===== config.mk =====
export PLATFORM = sky130hd
export DESIGN_NAME = qtu_mem
export DESIGN_NICKNAME = d
export VERILOG_FILES = /design/src/rtl/assert_macros.svh /design/src/rtl/qtu_pkg.sv /design/src/rtl/qtu_mem.sv
export SDC_FILE = /design/constraint.sdc
export NUM_CORES = 1
export LEC_CHECK = 0
export BUFFER_PORTS_ARGS = -buffer_cell sky130_fd_sc_hd__buf_2
export CAP_MARGIN = 20
export CORE_ASPECT_RATIO = 0.7
export CORE_MARGIN = 2
export CORE_UTILIZATION = 45
export DETAILED_ROUTE_END_ITERATION = 7
export SYNTH_ARGS = -nofsm -noshare
export SYNTH_HDL_FRONTEND = slang
export SYNTH_SLANG_ARGS = --single-unit

===== constraint.sdc =====
create_clock -name clk -period 2.5 [get_ports clk]
set_input_delay 0.375 -clock clk [delete_from_list [all_inputs] [get_ports clk]]
set_output_delay 0.375 -clock clk [all_outputs]
set_load 0.1 [all_outputs]

===== src/rtl/assert_macros.svh =====
// Assertion macros for the RTL, included by q_table_update_engine.
// No dependencies; compiled out when SYNTHESIS is defined.
`ifndef ASSERT_MACROS_SVH
`define ASSERT_MACROS_SVH
`ifndef SYNTHESIS
`define ASSERT_IMPLIES(label, clk, rst, ante, cons, msg) \
  label: assert property (@(posedge clk) disable iff (rst) (ante) |-> (cons)) else $error(msg);
`define ASSERT_NEXT(label, clk, rst, ante, cons, msg) \
  label: assert property (@(posedge clk) disable iff (rst) (ante) |=> (cons)) else $error(msg);
`define ASSERT_NEVER(label, clk, rst, expr, msg) \
  label: assert property (@(posedge clk) disable iff (rst) !(expr)) else $error(msg);
`else
`define ASSERT_IMPLIES(label, clk, rst, ante, cons, msg)
`define ASSERT_NEXT(label, clk, rst, ante, cons, msg)
`define ASSERT_NEVER(label, clk, rst, expr, msg)
`endif
`endif


===== src/rtl/qtu_pkg.sv =====
// Types and constants of the Q-table update engine.
// No dependencies.
package qtu_pkg;

  localparam int unsigned CFG_ADDR_W = 4;
  localparam int unsigned CFG_DATA_W = 9;
  localparam int unsigned Q_W        = 16;

  localparam logic [CFG_ADDR_W-1:0] REG_LEARNING_RATE = 4'd0;
  localparam logic [CFG_ADDR_W-1:0] REG_DISCOUNT      = 4'd1;

  localparam logic [CFG_DATA_W-1:0] RATE_ONE          = 9'd256;
  localparam logic [CFG_DATA_W-1:0] LEARNING_RATE_RST = 9'd26;
  localparam logic [CFG_DATA_W-1:0] DISCOUNT_RST      = 9'd230;

  typedef enum logic [1:0] {
    ACT_LOAD   = 2'd0,
    ACT_SELECT = 2'd1,
    ACT_UPDATE = 2'd2
  } action_t;

  typedef struct packed {
    logic [1:0]            action;
    logic [3:0]            state_index;
    logic [1:0]            move;
    logic signed [Q_W-1:0] reward;
    logic [3:0]            next_state_index;
    logic signed [Q_W-1:0] load_value;
  } item_t;

  typedef struct packed {
    logic [1:0]            best_move;
    logic signed [Q_W-1:0] best_value;
    logic signed [Q_W-1:0] written_value;
  } result_t;

  // Step enables for the update arithmetic
  typedef struct packed {
    logic step_disc;  // discount * row maximum
    logic step_q;     // (1 - lr) * q, and target add
    logic step_tgt;   // lr * target
  } alu_ctrl_t;

endpackage


===== src/rtl/qtu_mem.sv =====
// Q-table storage: one write port, one read port, registered read data.
// Depends on qtu_pkg for the entry width.
module qtu_mem
  import qtu_pkg::*;
#(
  parameter int unsigned AW    = 6,
  parameter int unsigned DEPTH = 64
) (
  input  logic                  clk,
  input  logic                  we,
  input  logic [AW-1:0]         waddr,
  input  logic signed [Q_W-1:0] wdata,
  input  logic [AW-1:0]         raddr,
  output logic signed [Q_W-1:0] rdata
);

  logic signed [Q_W-1:0] mem [DEPTH];

  always_ff @(posedge clk) begin
    if (we) begin
      mem[waddr] <= wdata;
    end
    rdata <= mem[raddr];
  end

endmodule


==> metrics <==
Die H 254 um; H-tree depth 3; Synth Net Count 1859; CP arrival 2750 ps; cell area after layout 46300 um2; R2R setup slack 390 ps; largest area contributor in the netlist edfxtp_1; PortBufs 45; ys flop type edfxtp_1; global-route wire length before repair about 140000 um; final period utilization a little under 90%; Post-DP HPWL 63300 um; # hold bufs at CTS 0; drt via density 5.95; Slew @ Worst Pin 963 ps; Ys Warns 0; RR Startpoint mem[30][3]; Resized Gates After CTS 0; #FFs+latches synth 1040; Setup-failing EPs final 0; syn_area_per_cell 21.9 um2; Synth area leaders edfxtp_1 (77%), mux4_2 (12%), mux2i_1 (2.1%), dfxtp_1 (0.80%), mux2_2 (0.76%); library cells used by synthesis 43; synthesized cell area about 40000 um2; fillcell total 6861; Site Rows 91; sequential fraction of the synthesis area between 70% and 80%; Crit Path Max Fanout 21; WHS Path Cells 1; global placer's final weighted congestion 0.845; final net count 2125; Post-synth EDFFs 1024; CP required approximately 3000 ps; clk buf depth 3; Root Driver clkbuf_16; r2r worst-path depth 6; layout cell share with drive strength beyond 1 30.6%; area growth from synthesis to layout 15.6%; chip width 361 um; antenna violations before repair 3; R2R Path End rdata[3]; Peak VDD IR 0.603 mV; wire per inst 30.1 um; relative slew slack a little over a third; Placement Setup Slack -307 ps; Mapped Cells 1829; Hold Path End mem[17][7]; CP startpoint kind primary input; maximum number of pins on one net before global-route repair 65; post-route ant nets 0; critical path type primary input to flip-flop; status completed; minimum clock period after layout about 2200 ps; Starting Density 45.4%; Num CTS Buffers between 90 and 100; Worst setup EP type flip-flop; Synth top area share 76.8%; router iterations before antenna repair 5; grt total ovfl 0; final-report max-slew violation count 0; TritonCTS clock tree done; CORE AREA 88100 um2; via count 19.8k; RSZ-0062 raised after global routing no; clk_skew 22.3 ps; Async S/R FF share, synth 0%; Post CTS Setup Buffer Count 0; Leakage 14.9 nW; final hold vios 0; die area 91400 um2; routed wire length 100000 um; clock-pin slew on the worst setup and hold paths around 60 ps; Total GRT Usage 22.2%; hold_sp wdata[7]; HP Class primary input to flip-flop; Pwr Density 780 nW/um2; setup ws final between 200 and 300 ps; DRC viols 0; maxcap violations 0; Fmax achieved 0.447 GHz; Worst-Skew Late Latency 670 ps; Detailed Route Iter0 Violations around 2.6k; Post-DP Area 43200 um2; # clock sinks 1040; vias in the first global route 19.5k; io pins 46
[worst max-delay path: stages]
cell and delay, ps:
buf_8 240, buf_12 270, buf_12 170, mux4_1 570, mux2_2 310, a21oi_1 630
nor4_2 90
[state kept, by name, summed over array words and instances (netlist names)]
| name | count |
|---|---|
| mem | 1024 |
| rdata | 16 |
[metrics by stage]
step           utilization (%)  instances  total power, mW  setup TNS, ps  hold slack [ps]
2_1_floorplan                -       1829             21.0              0              474
3_3_place_gp              49.1       3159             22.0          -1030              800
3_5_place_dp              49.1       3159             22.0          -1160              819
4_1_cts                   52.5       3332             36.3              0              101
5_1_grt                   52.5       3332             37.1              0              109
6_report                  52.5       3333             36.1              0              133
[worst max-delay path by stage]
stage / startpoint / end / slack [ps]
after floorplan: waddr[3] / mem[48][0] / 90
final: raddr[0] / rdata[6] / 260
after global routing: raddr[0] / rdata[6] / 230
after global placement: raddr[0] / rdata[6] / -300
after CTS: mem[31][6] / rdata[6] / 390
after detailed placement: raddr[0] / rdata[6] / -310
[per-layer routing]
metal / global-route usage [%] / part of all wire (%) / vias to the layer above
met1: 35.7 / 46 / 10600
met4: 4.03 / 1.3 / 0
met3: 5.90 / 10 / 99
li1: - / - / 8218
met5: 0 / 0 / -
met2: 30.5 / 42 / 910
[final cells by class]
cell class	instances	area, um2	area share (%)
Sequential cell	1040	31100	67.1
Multi-Input combinational cell	685	8250	17.8
Antenna cell	1	2.50	0.00540
Tap cell	1162	1450	3.14
Clock inverter	60	558	1.21
Clock buffer	113	2500	5.39
Timing Repair Buffer	272	2470	5.33
[where the power goes]
part / switching (mW) / internal (mW)
Sequential: 0.0690 / 19.3
Clock: 6.34 / 8.08
Combinational: 1.51 / 0.812
[cells in the final DEF, fill, tap and decap left out, types with 12 or more instances in the layout]
cell type and instances:
buf_2 42, clkbuf_1 14, nand2_1 59, nand3_1 24, nand4_1 12, a221oi_1 16, mux2i_1 85, mux2_2 27
a21oi_1 17, clkinv_2 17, nor2_1 72, mux4_2 220, clkinv_1 22, clkbuf_16 96, buf_12 41, dfxtp_1 16
buf_4 186, edfxtp_1 1024, a22oi_1 39, nor2b_1 30
[Yosys cell counts, types with 4 or more instances]
cell      number
a211o_1        8
a211oi_1       8
a21oi_1       17
a221o_1        6
a221oi_1      16
a22o_1         6
a22oi_1       39
a311oi_1       8
a31oi_1        8
a41oi_1        5
and4_1         5
buf_12         5
buf_2         36
buf_4         13
buf_6         17
clkbuf_1      24
dfxtp_1       16
edfxtp_1    1024
mux2_2        27
mux2i_1       85
mux4_1         4
mux4_2       220
nand2_1       59
nand3_1       24
nand4_1       12
nor2_1        72
nor2b_1       30
o21ai_0        5
[kinds of logic (layout without fill, tap and decap cells)]
kind of cell           count (synthesis)  in the layout  share of synthesized area [%]
AND/OR/NAND/NOR                      220            220                           2.65
multiplexers                         336            336                           15.5
AO/OA/AOI/OAI                        129            129                           2.41
buffers and inverters                104            445                           1.83
other                                  0              1                              0
flip-flops                          1040           1040                           77.6
Note: power is estimated with default switching activity, not from simulation.
