===== config.mk =====
export PLATFORM = sky130hd
export DESIGN_NAME = qtu_update_alu
export DESIGN_NICKNAME = d
export VERILOG_FILES = /design/src/rtl/assert_macros.svh /design/src/rtl/qtu_pkg.sv /design/src/rtl/qtu_update_alu.sv
export SDC_FILE = /design/constraint.sdc
export NUM_CORES = 1
export LEC_CHECK = 0
export ABC_AREA = 1
export ABC_CLOCK_PERIOD_IN_PS = 7100
export BUFFER_PORTS_ARGS = -buffer_cell sky130_fd_sc_hd__buf_2
export CORE_MARGIN = 2
export CORE_UTILIZATION = 55
export CTS_CLUSTER_DIAMETER = 120
export DETAILED_ROUTE_END_ITERATION = 8
export PLACE_DENSITY = 0.73
export SYNTH_ARGS = -nofsm -noshare
export SYNTH_HDL_FRONTEND = slang
export SYNTH_SLANG_ARGS = --single-unit

===== constraint.sdc =====
create_clock -name clk -period 7.1 [get_ports clk]
set_input_delay 1.065 -clock clk [delete_from_list [all_inputs] [get_ports clk]]
set_output_delay 1.065 -clock clk [all_outputs]
set_load 0.005 [all_outputs]

===== src/rtl/assert_macros.svh =====
// Assertion macros for the RTL, included by q_table_update_engine.
// No dependencies; compiled out when SYNTHESIS is defined.
`ifndef ASSERT_MACROS_SVH
`define ASSERT_MACROS_SVH
`ifndef SYNTHESIS
`define ASSERT_IMPLIES(label, clk, rst, ante, cons, msg) \
  label: assert property (@(posedge clk) disable iff (rst) (ante) |-> (cons)) else $error(msg);
`define ASSERT_NEXT(label, clk, rst, ante, cons, msg) \
  label: assert property (@(posedge clk) disable iff (rst) (ante) |=> (cons)) else $error(msg);
`define ASSERT_NEVER(label, clk, rst, expr, msg) \
  label: assert property (@(posedge clk) disable iff (rst) !(expr)) else $error(msg);
`else
`define ASSERT_IMPLIES(label, clk, rst, ante, cons, msg)
`define ASSERT_NEXT(label, clk, rst, ante, cons, msg)
`define ASSERT_NEVER(label, clk, rst, expr, msg)
`endif
`endif


===== src/rtl/qtu_pkg.sv =====
// Types and constants of the Q-table update engine.
// No dependencies.
package qtu_pkg;

  localparam int unsigned CFG_ADDR_W = 4;
  localparam int unsigned CFG_DATA_W = 9;
  localparam int unsigned Q_W        = 16;

  localparam logic [CFG_ADDR_W-1:0] REG_LEARNING_RATE = 4'd0;
  localparam logic [CFG_ADDR_W-1:0] REG_DISCOUNT      = 4'd1;

  localparam logic [CFG_DATA_W-1:0] RATE_ONE          = 9'd256;
  localparam logic [CFG_DATA_W-1:0] LEARNING_RATE_RST = 9'd26;
  localparam logic [CFG_DATA_W-1:0] DISCOUNT_RST      = 9'd230;

  typedef enum logic [1:0] {
    ACT_LOAD   = 2'd0,
    ACT_SELECT = 2'd1,
    ACT_UPDATE = 2'd2
  } action_t;

  typedef struct packed {
    logic [1:0]            action;
    logic [3:0]            state_index;
    logic [1:0]            move;
    logic signed [Q_W-1:0] reward;
    logic [3:0]            next_state_index;
    logic signed [Q_W-1:0] load_value;
  } item_t;

  typedef struct packed {
    logic [1:0]            best_move;
    logic signed [Q_W-1:0] best_value;
    logic signed [Q_W-1:0] written_value;
  } result_t;

  // Step enables for the update arithmetic
  typedef struct packed {
    logic step_disc;  // discount * row maximum
    logic step_q;     // (1 - lr) * q, and target add
    logic step_tgt;   // lr * target
  } alu_ctrl_t;

endpackage


===== src/rtl/qtu_update_alu.sv =====
// Multi-step arithmetic of the Q update: blend of old value and target.
// Depends on qtu_pkg (alu_ctrl_t, widths).
module qtu_update_alu
  import qtu_pkg::*;
(
  input  logic                   clk,
  input  alu_ctrl_t              ctrl,
  input  logic [CFG_DATA_W-1:0]  lr,       // clamped, 0..256
  input  logic [CFG_DATA_W-1:0]  disc,     // clamped, 0..256
  input  logic signed [Q_W-1:0]  row_max,
  input  logic signed [Q_W-1:0]  q,
  input  logic signed [Q_W-1:0]  reward,
  output logic signed [Q_W-1:0]  result
);

  logic signed [CFG_DATA_W:0] lr_s, disc_s, inv_lr_s;
  logic signed [25:0] disc_prod;
  logic signed [25:0] pq;
  logic signed [18:0] target;
  logic signed [28:0] pt;
  logic signed [29:0] sum;
  logic signed [21:0] scaled;

  assign lr_s     = $signed({1'b0, lr});
  assign disc_s   = $signed({1'b0, disc});
  assign inv_lr_s = $signed({1'b0, RATE_ONE}) - lr_s;

  always_ff @(posedge clk) begin
    if (ctrl.step_disc) begin
      disc_prod <= disc_s * row_max;
    end
    if (ctrl.step_q) begin
      pq     <= inv_lr_s * q;
      target <= 19'(reward) + 19'(disc_prod >>> 8);
    end
    if (ctrl.step_tgt) begin
      pt <= lr_s * target;
    end
  end

  // floor shift then clamp to 16 bits
  assign sum    = 30'(pq) + 30'(pt);
  assign scaled = 22'(sum >>> 8);

  always_comb begin
    if (scaled > 22'sd32767) begin
      result = 16'sh7fff;
    end else if (scaled < -22'sd32768) begin
      result = -16'sh8000;
    end else begin
      result = 16'(scaled);
    end
  end

endmodule

==> flow_metrics.py <==
metrics = {
    "layout": {
        "areaGrowthSynthToFinish_pct": 4.955,
        "final_common_cell": "inv_1",
        "final_cell_mix": "874 x inv_1, 784 x nand2_1, 404 x fa_1, 226 x ha_1, 153 x nor2_1",
        "drive_gt1_share_pct": 4.550,
        "final_cells": 3645,
        "antennaDiodeCount": 0,
        "fin_nets": 3794,
    },
    "worst_hold_path": {
        "min_path_type": "reg -> reg",
        "worstHoldStart": "disc_prod[8]",
        "hold_depth": 1,
        "hold_end": "target[0]",
    },
    "outcome": {
        "status": "finished clean",
    },
    "setup_path": {
        "r2r-start": "target[8]",
        "worst_setup_path_start_kind": "input pin",
        "ff2ff_path_depth": 19,
        "r2r_end": "pt[24]",
        "path_max_fanout": 9,
        "worstSetupPathType": "in -> reg",
        "cp-end-kind": "flop",
        "required_ns": 7.22,
        "r2r_slack_ns": 1.60,
        "arrival_ns": 6.83,
    },
    "floorplanning": {
        "initial_utilization_pct": 55.42,
        "die_area_um2": 44790,
        "std_cell_rows": 76,
        "io_pins": 86,
        "die_x_um": 211.6,
        "dieHeight_um": 211.6,
        "core_area_um2": 42790,
    },
    "clock_network": {
        "cts_setup_buffers": 0,
        "cts-root-buf": "clkbuf_16",
        "tritoncts": "yes",
        "cts_resized": 0,
        "cts_hold_buf": 0,
        "clk_pin_slew_worst_paths_ns": 0.07,
        "worstSkewPairLatency_ns": 0.38,
        "htree_levels": 3,
        "numCtsBuffers": 9,
        "cts.sinks": 92,
        "cts_buffer_depth": 2,
    },
    "drt": {
        "dr.pass1.iters": 5,
        "wl_per_cell_um": 15.02,
        "drc": 0,
        "wl_um": 54750,
        "vias": 18607,
        "drt-vias-per-instance": 5.105,
        "drt-initial-drc-count": 1001,
        "postRouteAntennaNets": 0,
    },
    "global_route": {
        "grt_pass1_vias": 20186,
        "antenna_found_initial": 1,
        "grt_remaining_overflow": 0,
        "grt_pass1_wl_um": 94950,
        "grt_start_max_net_pins": 46,
        "grt_usage_pct": 26.62,
    },
    "sta": {
        "finalSetupTns_ns": 0,
        "hold_slack_ns": 0.5501,
        "finalHoldViolCount": 0,
        "rsz0062_at_grt": "no",
        "period_minus_slack_ns": 6.709,
        "fin_crit_sh_pct": 94.49,
        "worstMarginPinSlew_ns": 1.035,
        "fmax_mhz": 149.1,
        "slew_headroom_pct": 30.98,
        "drv_slew": 0,
        "setup_viol": 0,
        "fin_worst_skew_ns": 0.01008,
    },
    "placement": {
        "gp_congestion": 0.9398,
        "io_buffers": 85,
        "hpwl_um": 46780,
        "dp.cells": 3629,
    },
    "logic_synthesis": {
        "synthArstFlopShare_pct": 0,
        "syn_nets": 3773,
        "yosysWarnings": 0,
        "avgSynthCellArea_um2": 7.716,
        "synthCells": 3073,
        "syn_area_um2": 23710,
        "ys_seq_area_share_pct": 11.65,
        "synth-edff-count": 92,
        "netlist-cell-type-count": 44,
        "synth-seq-cells": 92,
        "ys.flop_type": "edfxtp_1",
    },
    "flow_run": {
        "maxCapViolations": 0,
    },
}
[cell usage after synthesis (2+ instances only)]
cell      number  share of area (%)
inv_1        874                 14
nand2_1      784                 12
fa_1         404                 34
ha_1         226                 12
nor2_1       153                2.4
a21oi_1      121                2.6
edfxtp_1      92                 12
clkbuf_1      76                1.2
xor2_1        75                2.8
o21ai_0       53                1.1
nand3_1       50                1.1
xnor2_1       36                1.3
nor3_1        15               0.32
nand4_1       14               0.37
a21o_1        11               0.35
o21bai_1      11               0.35
nand2_2        7               0.18
a31oi_1        6               0.16
buf_1          6              0.095
o21a_1         6               0.19
nor2_2         5               0.13
a21boi_0       4               0.13
nor4_1         4               0.11
o31ai_1        4               0.13
a221oi_1       3               0.11
and2_1         3              0.079
buf_2          3              0.063
clkbuf_2       3              0.063
o21ai_1        3              0.063
or2_2          3              0.079
buf_4          2              0.063
buf_6          2              0.095
nand2_4        2              0.095
nand3_2        2              0.084
[metrics by stage]
stage / utilization [%] / area (um^2) / setup slack [ns]
after floorplan: - / 23710 / 0.3482
after global placement: 57.43 / 24570 / 0.2363
after detailed placement: 57.43 / 24570 / 0.1002
after CTS: 58.16 / 24890 / 0.4937
after global routing: 58.16 / 24890 / 0.06108
final: 58.16 / 24890 / 0.3914
[cell families (layout without fill, tap and decap cells)]
kind of cell,count (synthesis),after routing,share of synthesized area [%]
AOI/OAI and AO/OA,227,227,5.335
and+or+nand+nor,1045,1045,17.43
DFF,92,92,11.65
adders and majority gates,630,630,46.03
buffers and inverters,968,994,15.45
xor gates and xnor gates,111,111,4.100
[how the worst max path moves through the flow]
stage,from,to,slack (ns),cells past startpoint
after floorplan,lr[0],pq[23],0.35,27
after global placement,lr[0],pq[25],0.24,26
after detailed placement,lr[0],pq[23],0.10,26
after CTS,lr[0],pq[23],0.49,26
after global routing,lr[0],pq[20],0.06,28
final,lr[0],pq[23],0.39,26
[critical path, cell delays in order]
cell     delay (ns)
buf_2          0.12
inv_1          0.05
ha_1           0.17
nand2_1        0.07
or2_2          0.30
nor3_1         0.19
inv_1          0.08
nor2_1         0.12
or2_2          0.12
nand2_1        0.23
inv_1          0.23
nand2_1        0.09
fa_1           0.53
fa_1           0.43
fa_1           0.51
fa_1           0.43
fa_1           0.49
inv_1          0.04
ha_1           0.34
nand2_1        0.11
nor2_1         0.16
nand4_1        0.08
o21ai_0        0.39
a21o_1         0.24
a21oi_1        0.10
xor2_1         0.15
[sequential cells by signal, indices dropped and copies added (netlist names)]
signal and count:
target 19, pq 26, pt 29, disc_prod 18
[metal layers]
layer	track usage, %	vias up	share of wire (%)
met2	49.13	479	51
met4	7.528	2	2.5
met3	3.353	91	4.6
met1	32.60	9018	42
li1	-	9017	-
met5	0	-	0.029
[final cells by class]
| type | instances | area (um^2) |
|---|---|---|
| Clock buffer | 9 | 225.2 |
| Clock inverter | 7 | 88.84 |
| Fill cell | 3896 | 17900 |
| Inverter | 876 | 3288 |
| Multi-Input combinational cell | 2013 | 17290 |
| Sequential cell | 92 | 2763 |
| Tap cell | 546 | 683.2 |
| Timing Repair Buffer | 102 | 553.0 |
Power is not shown: default switching activity piles up to over one toggle a cycle in this logic, so the estimate is an artifact.
